`src/rtl/core/ecal_pkg.sv`:
```
package ecal_pkg;

    localparam int PcW = 4;
    typedef logic [PcW-1:0] t_pc;

    // datapath operations
    localparam logic [3:0] OP_NOP    = 4'd0;
    localparam logic [3:0] OP_LOAD   = 4'd1;
    localparam logic [3:0] OP_DAY_Q  = 4'd2;
    localparam logic [3:0] OP_DAY_R  = 4'd3;
    localparam logic [3:0] OP_HOUR_Q = 4'd4;
    localparam logic [3:0] OP_HOUR_R = 4'd5;
    localparam logic [3:0] OP_MIN_Q  = 4'd6;
    localparam logic [3:0] OP_MIN_R  = 4'd7;
    localparam logic [3:0] OP_YEAR   = 4'd8;
    localparam logic [3:0] OP_MONTH  = 4'd9;
    localparam logic [3:0] OP_EMIT   = 4'd10;

    // step exit conditions
    localparam logic [1:0] JMP_GO   = 2'd0;
    localparam logic [1:0] JMP_IN   = 2'd1;
    localparam logic [1:0] JMP_DONE = 2'd2;
    localparam logic [1:0] JMP_OUT  = 2'd3;

    // program addresses
    localparam t_pc PC_WAIT   = 4'd0;
    localparam t_pc PC_DAY_Q  = 4'd1;
    localparam t_pc PC_DAY_R  = 4'd2;
    localparam t_pc PC_HOUR_Q = 4'd3;
    localparam t_pc PC_HOUR_R = 4'd4;
    localparam t_pc PC_MIN_Q  = 4'd5;
    localparam t_pc PC_MIN_R  = 4'd6;
    localparam t_pc PC_YEAR   = 4'd7;
    localparam t_pc PC_MONTH  = 4'd8;
    localparam t_pc PC_EMIT   = 4'd9;

    localparam int          SecsPerDayInt = 86400;
    // seconds per day in units of 128 s
    localparam logic [9:0]  DayUnit     = 10'(SecsPerDayInt / 128);
    localparam logic [16:0] SecsPerHour = 17'd3600;
    localparam logic [11:0] SecsPerMin  = 12'd60;

    // reciprocals, exact over each dividend range
    localparam logic [25:0] DayMul    = 26'd50903317; // ceil(2^35 / 675)
    localparam int          DayShift  = 35;
    localparam logic [16:0] WeekMul   = 17'd74899;    // ceil(2^19 / 7)
    localparam int          WeekShift = 19;
    localparam logic [17:0] HourMul   = 18'd149131;   // ceil(2^29 / 3600)
    localparam int          HourShift = 29;
    localparam logic [12:0] MinMul    = 13'd4370;     // ceil(2^18 / 60)
    localparam int          MinShift  = 18;

    localparam int          BaseYearInt = 1970;
    localparam logic [11:0] BaseYear    = 12'(BaseYearInt);
    localparam logic [1:0]  BaseMod4    = 2'(BaseYearInt % 4);
    localparam logic [6:0]  BaseMod100  = 7'(BaseYearInt % 100);
    localparam logic [8:0]  BaseMod400  = 9'(BaseYearInt % 400);

    typedef struct packed {
        logic [3:0] op;
        logic [1:0] jmp;
        t_pc        tgt;
    } t_cw;

    typedef struct packed {
        t_cw  cw;
        logic go;
    } t_ctl;

    typedef struct packed {
        logic loop_done;
        logic out_free;
    } t_dp_stat;

    function automatic t_cw ucode(input t_pc pc);
        t_cw cw;
        unique case (pc)
            PC_WAIT:   cw = '{op: OP_LOAD,   jmp: JMP_IN,   tgt: PC_DAY_Q};
            PC_DAY_Q:  cw = '{op: OP_DAY_Q,  jmp: JMP_GO,   tgt: PC_DAY_R};
            PC_DAY_R:  cw = '{op: OP_DAY_R,  jmp: JMP_GO,   tgt: PC_HOUR_Q};
            PC_HOUR_Q: cw = '{op: OP_HOUR_Q, jmp: JMP_GO,   tgt: PC_HOUR_R};
            PC_HOUR_R: cw = '{op: OP_HOUR_R, jmp: JMP_GO,   tgt: PC_MIN_Q};
            PC_MIN_Q:  cw = '{op: OP_MIN_Q,  jmp: JMP_GO,   tgt: PC_MIN_R};
            PC_MIN_R:  cw = '{op: OP_MIN_R,  jmp: JMP_GO,   tgt: PC_YEAR};
            PC_YEAR:   cw = '{op: OP_YEAR,   jmp: JMP_DONE, tgt: PC_MONTH};
            PC_MONTH:  cw = '{op: OP_MONTH,  jmp: JMP_DONE, tgt: PC_EMIT};
            PC_EMIT:   cw = '{op: OP_EMIT,   jmp: JMP_OUT,  tgt: PC_WAIT};
            default:   cw = '{op: OP_NOP,    jmp: JMP_GO,   tgt: PC_WAIT};
        endcase
        return cw;
    endfunction

    // month index from 0
    function automatic logic [4:0] month_len(input logic [3:0] mon, input logic leap);
        logic [4:0] len;
        case (mon) inside
            4'd1:                   len = leap ? 5'd29 : 5'd28;
            4'd3, 4'd5, 4'd8, 4'd10: len = 5'd30;
            default:                len = 5'd31;
        endcase
        return len;
    endfunction

endpackage

```
`src/rtl/core/ecal_ifs.sv`:
```
interface ecal_in_if;
    logic        valid;
    logic        ready;
    logic [31:0] seconds_count;

    modport source (output valid, output seconds_count, input ready);
    modport sink   (input valid, input seconds_count, output ready);
endinterface

interface ecal_out_if;
    logic        valid;
    logic        ready;
    logic [11:0] cal_year;
    logic [3:0]  cal_month;
    logic [4:0]  cal_day;
    logic [4:0]  cal_hour;
    logic [5:0]  cal_minute;
    logic [5:0]  cal_second;
    logic [2:0]  weekday;

    modport source (output valid, output cal_year, output cal_month, output cal_day,
                    output cal_hour, output cal_minute, output cal_second,
                    output weekday, input ready);
    modport sink   (input valid, input cal_year, input cal_month, input cal_day,
                    input cal_hour, input cal_minute, input cal_second,
                    input weekday, output ready);
endinterface

```
`src/rtl/core/ecal_seq.sv`:
```
module ecal_seq (
    input  logic              i_clk,
    input  logic              i_rst_n,
    input  logic              i_in_valid,
    input  ecal_pkg::t_dp_stat i_stat,
    output logic              o_in_ready,
    output ecal_pkg::t_ctl    o_ctl
);
    import ecal_pkg::*;

    t_pc        r_pc;
    t_pc        n_pc;
    t_cw        cw;
    logic       go;

    assign cw = ucode(r_pc);

    always_comb begin
        unique case (cw.jmp)
            JMP_GO:   go = 1'b1;
            JMP_IN:   go = i_in_valid;
            JMP_DONE: go = i_stat.loop_done;
            JMP_OUT:  go = i_stat.out_free;
            default:  go = 1'b1;
        endcase
    end

    assign n_pc = go ? cw.tgt : r_pc;

    always_ff @(posedge i_clk) begin
        if (!i_rst_n) begin
            r_pc <= PC_WAIT;
        end else begin
            r_pc <= n_pc;
        end
    end

    assign o_in_ready = (cw.jmp == JMP_IN);
    assign o_ctl      = '{cw: cw, go: go};

endmodule

```
`src/rtl/core/ecal_dp.sv`:
```
module ecal_dp (
    input  logic               i_clk,
    input  logic               i_rst_n,
    input  ecal_pkg::t_ctl     i_ctl,
    input  logic [31:0]        i_seconds_count,
    input  logic               i_out_ready,
    output ecal_pkg::t_dp_stat o_stat,
    output logic               o_out_valid,
    output logic [11:0]        o_cal_year,
    output logic [3:0]         o_cal_month,
    output logic [4:0]         o_cal_day,
    output logic [4:0]         o_cal_hour,
    output logic [5:0]         o_cal_minute,
    output logic [5:0]         o_cal_second,
    output logic [2:0]         o_weekday
);
    import ecal_pkg::*;

    logic [31:0] r_secs;
    logic [15:0] r_days;
    logic [16:0] r_tod;
    logic [13:0] r_wq;
    logic [2:0]  r_wd;
    logic [4:0]  r_hour;
    logic [11:0] r_mrem;
    logic [5:0]  r_min;
    logic [5:0]  r_sec;
    logic [11:0] r_year;
    logic [1:0]  r_y4;
    logic [6:0]  r_y100;
    logic [8:0]  r_y400;
    logic [3:0]  r_mon;
    logic        r_ovalid;

    logic [50:0] day_prod;
    logic [24:0] day_back;
    logic [24:0] day_rem;
    logic [32:0] wk_prod;
    logic [16:0] wk_back;
    logic [16:0] wk_rem;
    logic [3:0]  wd_add;
    logic [2:0]  wd_off;
    logic [34:0] hour_prod;
    logic [16:0] hour_back;
    logic [16:0] hour_rem;
    logic [24:0] min_prod;
    logic [11:0] min_back;
    logic [11:0] min_rem;
    logic        leap;
    logic [8:0]  ylen;
    logic [4:0]  mlen;
    logic        year_done;
    logic        month_done;
    logic        out_free;
    logic        emit;

    // day number = (secs / 128) / 675
    assign day_prod = {26'd0, r_secs[31:7]} * {25'd0, DayMul};
    assign day_back = {9'd0, r_days} * {15'd0, DayUnit};
    assign day_rem  = r_secs[31:7] - day_back;

    // day number mod 7
    assign wk_prod = {17'd0, r_days} * {16'd0, WeekMul};
    assign wk_back = {r_wq, 3'd0} - {3'd0, r_wq};
    assign wk_rem  = {1'b0, r_days} - wk_back;
    // epoch day was a Thursday
    assign wd_add = {1'b0, wk_rem[2:0]} + 4'd4;
    assign wd_off = (wd_add >= 4'd7) ? 3'(wd_add - 4'd7) : wd_add[2:0];

    assign hour_prod = {18'd0, r_tod} * {17'd0, HourMul};
    assign hour_back = {12'd0, r_hour} * SecsPerHour;
    assign hour_rem  = r_tod - hour_back;

    assign min_prod = {13'd0, r_mrem} * {12'd0, MinMul};
    assign min_back = {6'd0, r_min} * SecsPerMin;
    assign min_rem  = r_mrem - min_back;

    assign leap       = (r_y4 == 2'd0) && ((r_y100 != 7'd0) || (r_y400 == 9'd0));
    assign ylen       = leap ? 9'd366 : 9'd365;
    assign mlen       = month_len(r_mon, leap);
    assign year_done  = (r_days < {7'd0, ylen});
    assign month_done = (r_mon == 4'd11) || (r_days < {11'd0, mlen});

    assign out_free = !r_ovalid || i_out_ready;
    assign emit     = (i_ctl.cw.op == OP_EMIT) && i_ctl.go;

    assign o_stat = '{loop_done: (i_ctl.cw.op == OP_MONTH) ? month_done : year_done,
                      out_free: out_free};

    always_ff @(posedge i_clk) begin
        case (i_ctl.cw.op)
            OP_LOAD: begin
                if (i_ctl.go) begin
                    r_secs <= i_seconds_count;
                end
            end
            OP_DAY_Q: begin
                r_days <= day_prod[DayShift +: 16];
            end
            OP_DAY_R: begin
                r_tod <= {day_rem[9:0], r_secs[6:0]};
                r_wq  <= wk_prod[WeekShift +: 14];
            end
            OP_HOUR_Q: begin
                r_hour <= hour_prod[HourShift +: 5];
                r_wd   <= wd_off;
            end
            OP_HOUR_R: begin
                r_mrem <= hour_rem[11:0];
            end
            OP_MIN_Q: begin
                r_min <= min_prod[MinShift +: 6];
            end
            OP_MIN_R: begin
                r_sec  <= min_rem[5:0];
                r_year <= BaseYear;
                r_y4   <= BaseMod4;
                r_y100 <= BaseMod100;
                r_y400 <= BaseMod400;
                r_mon  <= '0;
            end
            OP_YEAR: begin
                if (!year_done) begin
                    r_days <= r_days - {7'd0, ylen};
                    r_year <= r_year + 12'd1;
                    r_y4   <= r_y4 + 2'd1;
                    r_y100 <= (r_y100 == 7'd99) ? 7'd0 : r_y100 + 7'd1;
                    r_y400 <= (r_y400 == 9'd399) ? 9'd0 : r_y400 + 9'd1;
                end
            end
            OP_MONTH: begin
                if (!month_done) begin
                    r_days <= r_days - {11'd0, mlen};
                    r_mon  <= r_mon + 4'd1;
                end
            end
            default: begin
            end
        endcase
    end

    always_ff @(posedge i_clk) begin
        if (emit) begin
            o_cal_year   <= r_year;
            o_cal_month  <= r_mon + 4'd1;
            o_cal_day    <= r_days[4:0] + 5'd1;
            o_cal_hour   <= r_hour;
            o_cal_minute <= r_min;
            o_cal_second <= r_sec;
            o_weekday    <= r_wd;
        end
    end

    always_ff @(posedge i_clk) begin
        if (!i_rst_n) begin
            r_ovalid <= 1'b0;
        end else if (emit) begin
            r_ovalid <= 1'b1;
        end else if (i_out_ready) begin
            r_ovalid <= 1'b0;
        end
    end

    assign o_out_valid = r_ovalid;

endmodule

```
`src/rtl/core/epoch_seconds_to_calendar.sv`:
```
// Converts a 32-bit count of seconds since 1970-01-01 00:00:00 to Gregorian
// year, month, day, hour, minute, second and weekday (0 = Sunday), using the
// full leap rule. A small microcode program steps one shared datapath: six
// steps split the count into day number, hour, minute and second with
// reciprocal multiplies, then whole years are taken off one per cycle and whole
// months one per cycle. One item at a time is in work: the program takes an
// item at its wait step, runs the six split steps, the year loop, the month
// loop and the emit step, and only then returns to wait for the next item.
// The result sits in an output register, so the next item is taken while it
// waits; that item then holds at its last step until the output register is
// free.
module epoch_seconds_to_calendar (
    input  logic           i_clk,
    input  logic           i_rst_n,
    ecal_in_if.sink        i_in,
    ecal_out_if.source     o_out
);
    import ecal_pkg::*;

    t_ctl       ctl;
    t_dp_stat   stat;
    logic       in_ready;
    logic       out_valid;
    logic [11:0] cal_year;
    logic [3:0]  cal_month;
    logic [4:0]  cal_day;
    logic [4:0]  cal_hour;
    logic [5:0]  cal_minute;
    logic [5:0]  cal_second;
    logic [2:0]  weekday;

    ecal_seq u_seq (
        .i_clk      (i_clk),
        .i_rst_n    (i_rst_n),
        .i_in_valid (i_in.valid),
        .i_stat     (stat),
        .o_in_ready (in_ready),
        .o_ctl      (ctl)
    );

    ecal_dp u_dp (
        .i_clk           (i_clk),
        .i_rst_n         (i_rst_n),
        .i_ctl           (ctl),
        .i_seconds_count (i_in.seconds_count),
        .i_out_ready     (o_out.ready),
        .o_stat          (stat),
        .o_out_valid     (out_valid),
        .o_cal_year      (cal_year),
        .o_cal_month     (cal_month),
        .o_cal_day       (cal_day),
        .o_cal_hour      (cal_hour),
        .o_cal_minute    (cal_minute),
        .o_cal_second    (cal_second),
        .o_weekday       (weekday)
    );

    assign i_in.ready       = in_ready;
    assign o_out.valid      = out_valid;
    assign o_out.cal_year   = cal_year;
    assign o_out.cal_month  = cal_month;
    assign o_out.cal_day    = cal_day;
    assign o_out.cal_hour   = cal_hour;
    assign o_out.cal_minute = cal_minute;
    assign o_out.cal_second = cal_second;
    assign o_out.weekday    = weekday;

endmodule

```
`src/flat_wrapper.sv`:
```
// flat-port wrapper written by rule: the top's interface ports become plain ports
module epoch_seconds_to_calendar_flat import ecal_pkg::*;
  (i_clk, i_rst_n, i_in_valid, i_in_seconds_count, i_in_ready, o_out_valid, o_out_cal_year, o_out_cal_month, o_out_cal_day, o_out_cal_hour, o_out_cal_minute, o_out_cal_second, o_out_weekday, o_out_ready);
  ecal_in_if i_in_i ();
  ecal_out_if o_out_i ();
  input  logic i_clk;
  input  logic i_rst_n;
  input wire logic [$bits(i_in_i.valid)-1:0] i_in_valid;
  input wire logic [$bits(i_in_i.seconds_count)-1:0] i_in_seconds_count;
  output wire logic [$bits(i_in_i.ready)-1:0] i_in_ready;
  output wire logic [$bits(o_out_i.valid)-1:0] o_out_valid;
  output wire logic [$bits(o_out_i.cal_year)-1:0] o_out_cal_year;
  output wire logic [$bits(o_out_i.cal_month)-1:0] o_out_cal_month;
  output wire logic [$bits(o_out_i.cal_day)-1:0] o_out_cal_day;
  output wire logic [$bits(o_out_i.cal_hour)-1:0] o_out_cal_hour;
  output wire logic [$bits(o_out_i.cal_minute)-1:0] o_out_cal_minute;
  output wire logic [$bits(o_out_i.cal_second)-1:0] o_out_cal_second;
  output wire logic [$bits(o_out_i.weekday)-1:0] o_out_weekday;
  input wire logic [$bits(o_out_i.ready)-1:0] o_out_ready;
  assign i_in_i.valid = i_in_valid;
  assign i_in_i.seconds_count = i_in_seconds_count;
  assign i_in_ready = i_in_i.ready;
  assign o_out_valid = o_out_i.valid;
  assign o_out_cal_year = o_out_i.cal_year;
  assign o_out_cal_month = o_out_i.cal_month;
  assign o_out_cal_day = o_out_i.cal_day;
  assign o_out_cal_hour = o_out_i.cal_hour;
  assign o_out_cal_minute = o_out_i.cal_minute;
  assign o_out_cal_second = o_out_i.cal_second;
  assign o_out_weekday = o_out_i.weekday;
  assign o_out_i.ready = o_out_ready;
  epoch_seconds_to_calendar u_core (.i_clk(i_clk), .i_rst_n(i_rst_n), .i_in(i_in_i), .o_out(o_out_i));
endmodule
```
`config.mk`:
```
export PLATFORM = sky130hd
export DESIGN_NAME = epoch_seconds_to_calendar_flat
export DESIGN_NICKNAME = d
export VERILOG_FILES = /design/src/rtl/core/ecal_pkg.sv /design/src/rtl/core/ecal_ifs.sv /design/src/rtl/core/ecal_seq.sv /design/src/rtl/core/ecal_dp.sv /design/src/rtl/core/epoch_seconds_to_calendar.sv /design/src/flat_wrapper.sv
export SDC_FILE = /design/constraint.sdc
export NUM_CORES = 1
export LEC_CHECK = 0
export ABC_AREA = 1
export BUFFER_PORTS_ARGS = -buffer_cell sky130_fd_sc_hd__buf_2
export CAP_MARGIN = 15
export CORE_UTILIZATION = 46
export DETAILED_ROUTE_END_ITERATION = 12
export MAX_ROUTING_LAYER = met4
export PLACE_DENSITY = 0.7
export SLEW_MARGIN = 15
export SYNTH_ARGS = -nofsm -noshare
export SYNTH_HDL_FRONTEND = slang
export SYNTH_SLANG_ARGS = --single-unit
```
`constraint.sdc`:
```
create_clock -name i_clk -period 9.9 [get_ports i_clk]
set_input_delay 0.495 -clock i_clk [delete_from_list [all_inputs] [get_ports i_clk]]
set_output_delay 0.495 -clock i_clk [all_outputs]
set_load 0.01 [all_outputs]
```
==> impl_metrics.env, run 1 <==
export IMPL_setup_tns_final_ns=0
export IMPL_synth_cell_area_mm2=0.02904
export IMPL_num_io_pins=79
export IMPL_status="finished, final reports clean"
export IMPL_drt_first_pass_iters=5
export IMPL_std_cell_rows=91
export IMPL_grt_max_degree=42
export IMPL_setup_violations=0
export IMPL_synth_edff_count=175
export IMPL_tightest_slew_ns=0.9516
export IMPL_syn_num_nets=4195
export IMPL_cp_common_cell="inv_1"
export IMPL_syn_avg_cell_area_um2=9.119
export IMPL_cpPeakStageDelay_ns=0.84
export IMPL_coreArea_mm2=0.06205
export IMPL_startpoint_type="register"
export IMPL_holdCritPathClass="primary input to register"
export IMPL_finalMaxSlewViolations=0
export IMPL_die_w_um=253.3
export IMPL_placed_cell_area_mm2=0.03052
export IMPL_cts_sinks=187
export IMPL_synthArstFlopShare=0
export IMPL_min_period_ns=6.582
export IMPL_n_antenna_cell=0
export IMPL_cts_resized_gates=0
export IMPL_postSynthCellCount=3185
export IMPL_dp_hpwl_um=58700
export IMPL_reg2reg_slack_ns=3.32
export IMPL_cp_max_fo=11
export IMPL_cts_root_buf="clkbuf_16"
export IMPL_cts_tree="done"
export IMPL_rsz0062_at_grt="no"
export IMPL_drive_gt1_frac=0.04432
export IMPL_holdBufCountCts=0
export IMPL_fin_crit_sh=0.6649
export IMPL_post_cts_repair_setup_buffers=0
export IMPL_gp_congestion=0.9601
export IMPL_synth_seq_cells=187
export IMPL_grt_pass1_wl_um=109900
export IMPL_dieArea_mm2=0.06415
export IMPL_worst_skew_pair_late_latency_ns=0.49
export IMPL_synth_warning_count=0
export IMPL_io_buffers=78
export IMPL_clk_pin_slew_worst_paths_ns=0.09
export IMPL_drv_cap=0
export IMPL_criticalPathCategory="register to register"
export IMPL_r2r_cells=23
export IMPL_cts_buffers=17
export IMPL_holdWs_ns=0.1763
export IMPL_grtUsageTotal=0.2274
export IMPL_slew_headroom=0.3635
export IMPL_layout_nets=4291
export IMPL_drtIter0Drc=1260
export IMPL_synthFlopType="edfxtp_1"
export IMPL_routed_via_density=5.136
export IMPL_post_route_cell_area_mm2=0.03113
export IMPL_path_cells="inv_1 -> ha_1 -> inv_1 -> fa_1 -> ha_1 -> inv_1 -> fa_1 -> inv_1 -> fa_1 -> fa_1 -> inv_1 -> fa_1 -> inv_1 -> ha_1 -> nand2_1 -> o21ai_0 -> a21oi_1 -> o21ai_0 -> nand2_1 -> nand3_1 -> nand2_1 -> nand3_1 -> nand2_1"
export IMPL_synth_top_area_frac=0.2839
export IMPL_antenna_found_initial=0
export IMPL_end_kind="register"
export IMPL_grt_ovfl_total=0
export IMPL_yosysSeqAreaShare=0.1892
export IMPL_start_util=0.4681
export IMPL_worstPathArrival_ns=6.84
export IMPL_clock_fmax_mhz=151.9
export IMPL_wl_um=67780
export IMPL_vias=21217
export IMPL_area_growth_pct=7.194
export IMPL_drc=0
export IMPL_synth_distinct_cells=48
export IMPL_die_h_um=253.3
export IMPL_grt_pass1_vias=21602
export IMPL_hold_depth=1
export IMPL_netlist_top_cells_area="ha_1, fa_1, edfxtp_1"
export IMPL_routedWlPerCell_um=16.41
export IMPL_n_fill_cell=5824
export IMPL_cpMaxStageDelayCell="edfxtp_1"
export IMPL_finClkSkew_ns=0.02122
export IMPL_yosys_area_top_type="ha_1"
export IMPL_detail_route_antenna_nets=0
export IMPL_ctsLongestPathBuffers=2
export IMPL_cts_max_level=4
export IMPL_hold_viol_final=0
export IMPL_crit_required_ns=10.16
registers in the layout, summed over array words and instances (netlist names), 5 cells and up:
name / flops
u_core.u_dp.r_year: 12
u_core.u_dp.r_hour: 5
u_core.u_dp.o_cal_hour: 5
u_core.u_dp.r_y100: 7
u_core.u_dp.o_cal_year: 12
u_core.u_dp.r_secs: 32
u_core.u_dp.o_cal_minute: 6
u_core.u_dp.r_days: 16
u_core.u_dp.r_sec: 6
u_core.u_dp.o_cal_second: 6
u_core.u_dp.r_y400: 9
u_core.u_seq.cw: 7
u_core.u_dp.r_tod: 17
u_core.u_dp.o_cal_day: 5
u_core.u_dp.r_mrem: 12
u_core.u_dp.r_min: 6
synthesized netlist by cell type (2+ instances only):
| library cell | number |
|---|---|
| a211oi_1 | 3 |
| a21boi_0 | 9 |
| a21o_1 | 9 |
| a21oi_1 | 161 |
| a31oi_1 | 6 |
| and2_1 | 3 |
| clkbuf_1 | 5 |
| dfxtp_1 | 12 |
| edfxtp_1 | 175 |
| fa_1 | 315 |
| ha_1 | 659 |
| inv_1 | 827 |
| inv_2 | 2 |
| nand2_1 | 381 |
| nand3_1 | 114 |
| nand3_2 | 4 |
| nand3b_1 | 5 |
| nand4_1 | 41 |
| nor2_1 | 166 |
| nor2_4 | 4 |
| nor3_1 | 38 |
| nor3b_1 | 3 |
| nor4_1 | 8 |
| o2111ai_1 | 3 |
| o211ai_1 | 4 |
| o21a_1 | 6 |
| o21ai_0 | 109 |
| o21bai_1 | 12 |
| o22ai_1 | 4 |
| o311ai_0 | 2 |
| o31ai_1 | 3 |
| or2_2 | 10 |
| xnor2_1 | 27 |
| xor2_1 | 41 |
metrics by stage:
| stage | util | std cells | worst slack (ns) |
|---|---|---|---|
| 2_1_floorplan | - | 3185 | 4.354 |
| 3_3_place_gp | 0.4917 | 4099 | 3.387 |
| 3_5_place_dp | 0.4918 | 4099 | 3.346 |
| 4_1_cts | 0.5017 | 4131 | 3.351 |
| 5_1_grt | 0.5017 | 4131 | 2.980 |
| 6_report | 0.5017 | 4131 | 3.318 |
critical path, delay by kind of cell, from the launching register on:
family / cells / cell delay (ns)
DFF: 1 / 0.84
AOI/OAI and AO/OA: 3 / 0.80
buffers and inverters: 6 / 0.70
and+or+nand+nor: 6 / 0.44
adders and majority gates: 8 / 3.55
cells by family after synthesis:
| group | Yosys count | synth area share |
|---|---|---|
| and+or+nand+nor | 781 | 0.1167 |
| AOI/OAI and AO/OA | 337 | 0.06376 |
| DFF | 187 | 0.1892 |
| muxes | 1 | 0.0003877 |
| xor gates and xnor gates | 68 | 0.02051 |
| adders and majority gates | 974 | 0.5010 |
| buffers and inverters | 837 | 0.1085 |
final timing paths:
kind                          start                     endpoint
max          u_core.u_dp.r_secs[12]        u_core.u_dp.r_days[9]
min          i_in_seconds_count[23]       u_core.u_dp.r_secs[23]
max reg2reg  u_core.u_dp.r_secs[12]        u_core.u_dp.r_days[9]
min reg2reg    u_core.u_dp.r_sec[4]  u_core.u_dp.o_cal_second[4]
final cells by class:
type | instances | area (µm²) | share of cell area
Timing Repair Buffer | 85 | 442.9 | 0.01423
Tap cell | 837 | 1047 | 0.03364
Clock buffer | 17 | 425.4 | 0.01366
Sequential cell | 187 | 5495 | 0.1765
Clock inverter | 15 | 188.9 | 0.006068
Multi-Input combinational cell | 2161 | 20420 | 0.6560
Inverter | 829 | 3112 | 0.09995
layout by cell type, fill, tap and decap left out, types with 3 or more instances in the layout:
cell type,n
a21o_1,9
clkinv_8,5
nand4_1,41
nor4_1,7
o21bai_1,12
nor3_1,37
nor2_1,166
nand3b_1,5
o21a_1,6
o21ai_0,109
and2_1,3
inv_2,3
o2111ai_1,3
a31oi_1,6
nor3b_1,3
clkbuf_16,17
nor2_4,4
inv_8,3
buf_2,78
ha_1,659
fa_1,315
xnor2_1,27
nand3_1,114
dfxtp_1,12
xor2_1,41
a21oi_1,161
buf_4,7
o22ai_1,4
or2_2,10
edfxtp_1,175
inv_1,826
nand2_1,381
nand3_2,4
o211ai_1,4
a21boi_0,9
o31ai_1,3
metal layers:
| metal | track usage | vias to the layer above | routed length (µm) |
|---|---|---|---|
| li1 | - | 10399 | - |
| met1 | 0.2851 | 10216 | 30350 |
| met2 | 0.3823 | 525 | 32360 |
| met3 | 0.03351 | 77 | 3630 |
| met4 | 0.06113 | 0 | 1442 |
| met5 | - | - | 0 |
Power of run 1 is left out: the tool's default activity adds up to more than one toggle a clock period on the data nets, which glitch-free logic cannot reach.
==> inputs of run 2 (changes only) <==
ABC_AREA = 0   (was 1)
PLACE_DENSITY = 0.72   (was 0.7)
clock period = 5.5 ns   (was 9.9 ns; I/O delays follow)
==> impl_metrics.env, run 2 <==
export IMPL_status="finished with violations"
export IMPL_violations="design-rule violations, negative setup slack"
export IMPL_clk_pin_slew_worst_paths_ns=0.09
export IMPL_synth_warning_count=0
export IMPL_routed_via_density=5.007
export IMPL_post_place_ws_ns=-0.8961
export IMPL_synth_edff_count=175
export IMPL_finalMaxSlewViolations=0
export IMPL_cts_buffers=17
export IMPL_finClkSkew_ns=0.02020
export IMPL_criticalPathCategory="register to register"
export IMPL_fin_ws_ns=-0.5373
export IMPL_r2r_cells=21
export IMPL_path_cells="buf_6 -> fa_1 -> inv_1 -> fa_1 -> inv_2 -> fa_1 -> inv_2 -> fa_2 -> inv_2 -> fa_1 -> fa_1 -> ha_4 -> ha_4 -> a21o_1 -> a21o_1 -> a31o_1 -> a31o_1 -> o21bai_2 -> nand2_1 -> xor2_1 -> mux2_2"
export IMPL_drv_cap=0
export IMPL_routedWlPerCell_um=16.80
export IMPL_synthArstFlopShare=0
export IMPL_syn_avg_cell_area_um2=10.69
export IMPL_synth_common_cells="ha_1, inv_1, fa_1, edfxtp_1, xnor2_1"
export IMPL_cts_root_buf="clkbuf_16"
export IMPL_cp_max_fo=4
export IMPL_hold_viol_final=0
export IMPL_coreArea_mm2=0.05770
export IMPL_synth_cell_area_mm2=0.02681
export IMPL_tightest_slew_ns=1.021
export IMPL_vias=18286
export IMPL_syn_num_nets=3518
export IMPL_cp_common_cell="fa_1"
export IMPL_cp_num_buf_inv=5
export IMPL_worst_skew_pair_late_latency_ns=0.50
export IMPL_antenna_found_initial=0
export IMPL_holdWs_ns=0.05222
export IMPL_yosysSeqAreaShare=0.2049
export IMPL_die_w_um=243.4
export IMPL_area_growth_pct=18.25
export IMPL_cpMaxStageDelayCell="fa_2"
export IMPL_yosysMostFrequentCell="ha_1"
export IMPL_io_buffers=78
export IMPL_fin_crit_sh=1.098
export IMPL_crit_end="u_core.u_dp.r_days[10]"
export IMPL_setup_violations=16
export IMPL_holdCritPathClass="primary input to register"
export IMPL_ctsLongestPathBuffers=2
export IMPL_startpoint_type="register"
export IMPL_yosys_area_top_type="ha_1"
export IMPL_slew_headroom=0.3194
export IMPL_synthFlopType="edfxtp_1"
export IMPL_wl_um=61360
export IMPL_largest_register="u_core.u_dp.r_secs"
export IMPL_postSynthCellCount=2508
export IMPL_grt_ovfl_total=0
export IMPL_dp_hpwl_um=52340
export IMPL_cts_max_level=4
export IMPL_std_cell_rows=88
export IMPL_cts_tree="done"
export IMPL_n_antenna_cell=0
export IMPL_end_kind="register"
export IMPL_crit_required_ns=5.74
export IMPL_gp_congestion=1.010
export IMPL_cpPeakStageDelay_ns=0.56
export IMPL_synth_seq_cells=187
export IMPL_grt_pass1_wl_um=100400
export IMPL_drive_gt1_frac=0.1787
export IMPL_timing_rr_end="u_core.u_dp.r_days[10]"
export IMPL_largest_reg_flops=32
export IMPL_min_period_ns=6.037
export IMPL_grt_pass1_vias=20472
export IMPL_worstPathArrival_ns=6.28
export IMPL_die_h_um=243.4
export IMPL_rr_startpoint="u_core.u_dp.r_secs[29]"
export IMPL_clock_fmax_mhz=165.6
export IMPL_cp_depth=21
export IMPL_layout_nets=3884
export IMPL_netlist_top_cells_area="ha_1, fa_1, edfxtp_1"
export IMPL_start_util=0.4647
export IMPL_grtUsageTotal=0.2220
export IMPL_rsz0062_at_grt="yes"
export IMPL_setup_worst_path_start="u_core.u_dp.r_secs[29]"
export IMPL_cp_top_family="adder cells"
export IMPL_synth_distinct_cells=67
export IMPL_mostFrequentLayoutCells="inv_1, ha_1, fa_1, buf_4, edfxtp_1"
export IMPL_drc=1
export IMPL_synth_top_area_frac=0.3075
export IMPL_reg2reg_slack_ns=-0.54
export IMPL_num_io_pins=79
export IMPL_reg_top3="u_core.u_dp.r_secs (32), u_core.u_dp.r_tod (17), u_core.u_dp.r_days (16)"
export IMPL_drt_first_pass_iters=9
export IMPL_drtIter0Drc=841
export IMPL_dieArea_mm2=0.05926
export IMPL_detail_route_antenna_nets=0
export IMPL_grt_max_degree=43
export IMPL_cts_sinks=187
[run 2: routing by layer]
| metal | vias up | wire length, µm | GRT usage |
|---|---|---|---|
| met1 | 8924 | 26360 | 0.2583 |
| met3 | 124 | 1839 | 0.03117 |
| met5 | - | 0 | - |
| met2 | 334 | 31080 | 0.3853 |
| met4 | 0 | 2083 | 0.08805 |
| li1 | 8904 | - | - |
[run 2: worst register-to-register path, stage by stage, from the launching register on]
cell and delay (ns):
edfxtp_1 0.44, buf_6 0.16, fa_1 0.53, inv_1 0.05, fa_1 0.49, inv_2 0.04, fa_1 0.49, inv_2 0.05
fa_2 0.56, inv_2 0.04, fa_1 0.49, fa_1 0.45, ha_4 0.30, ha_4 0.20, a21o_1 0.18, a21o_1 0.18
a31o_1 0.24, a31o_1 0.22, o21bai_2 0.19, nand2_1 0.09, xor2_1 0.14, mux2_2 0.26
[run 2: cell type report]
cell class              instances  area (µm²)
flip-flops and latches        187        5495
repair buffers                365        2665
clock inverters                15       152.6
well taps                     765       957.2
clock buffers                  17       425.4
fillers                      4849       25990
inverters                     652        2447
multi-input cells            1651       19570
[run 2: repair_timing]
action,CTS,global route
buffers inserted,15,17
gates resized for setup,44,70
setup endpoints to repair,20,21
pin swaps,49,72
hold buffers,31,0
endpoints found under the hold margin,31,0
[run 2: logic make-up after synthesis]
family	Yosys count	synth area share
compound gates	252	0.06178
xor+xnor	110	0.03593
fa+ha+maj	974	0.5427
buf+inv	670	0.09384
flops	187	0.2049
mux	10	0.003873
simple gates	305	0.05693
[run 2: metrics by stage]
step                setup TNS, ns  area, µm²    util  instances
CTS                        -7.717      31280  0.5421       3635
global route               -10.54      31710  0.5496       3652
floorplan                  -2.238      27020       -       2508
detailed placement         -9.797      30020  0.5204       3558
global placement           -8.282      30020  0.5204       3558
finish                     -7.455      31710  0.5496       3652
[run 2: worst min path at each step]
stage / startpoint / depth (start not counted) / endpoint
4_1_cts: i_in_seconds_count[13] / 1 / u_core.u_dp.r_secs[13]
5_1_grt: i_in_seconds_count[13] / 1 / u_core.u_dp.r_secs[13]
3_3_place_gp: u_core.u_dp.r_sec[5] / 0 / u_core.u_dp.o_cal_second[5]
3_5_place_dp: u_core.u_dp.r_secs[4] / 0 / u_core.u_dp.r_tod[4]
2_1_floorplan: i_in_seconds_count[0] / 0 / u_core.u_dp.r_secs[0]
6_report: i_in_seconds_count[13] / 1 / u_core.u_dp.r_secs[13]
Power of run 2 is left out for the same reason.
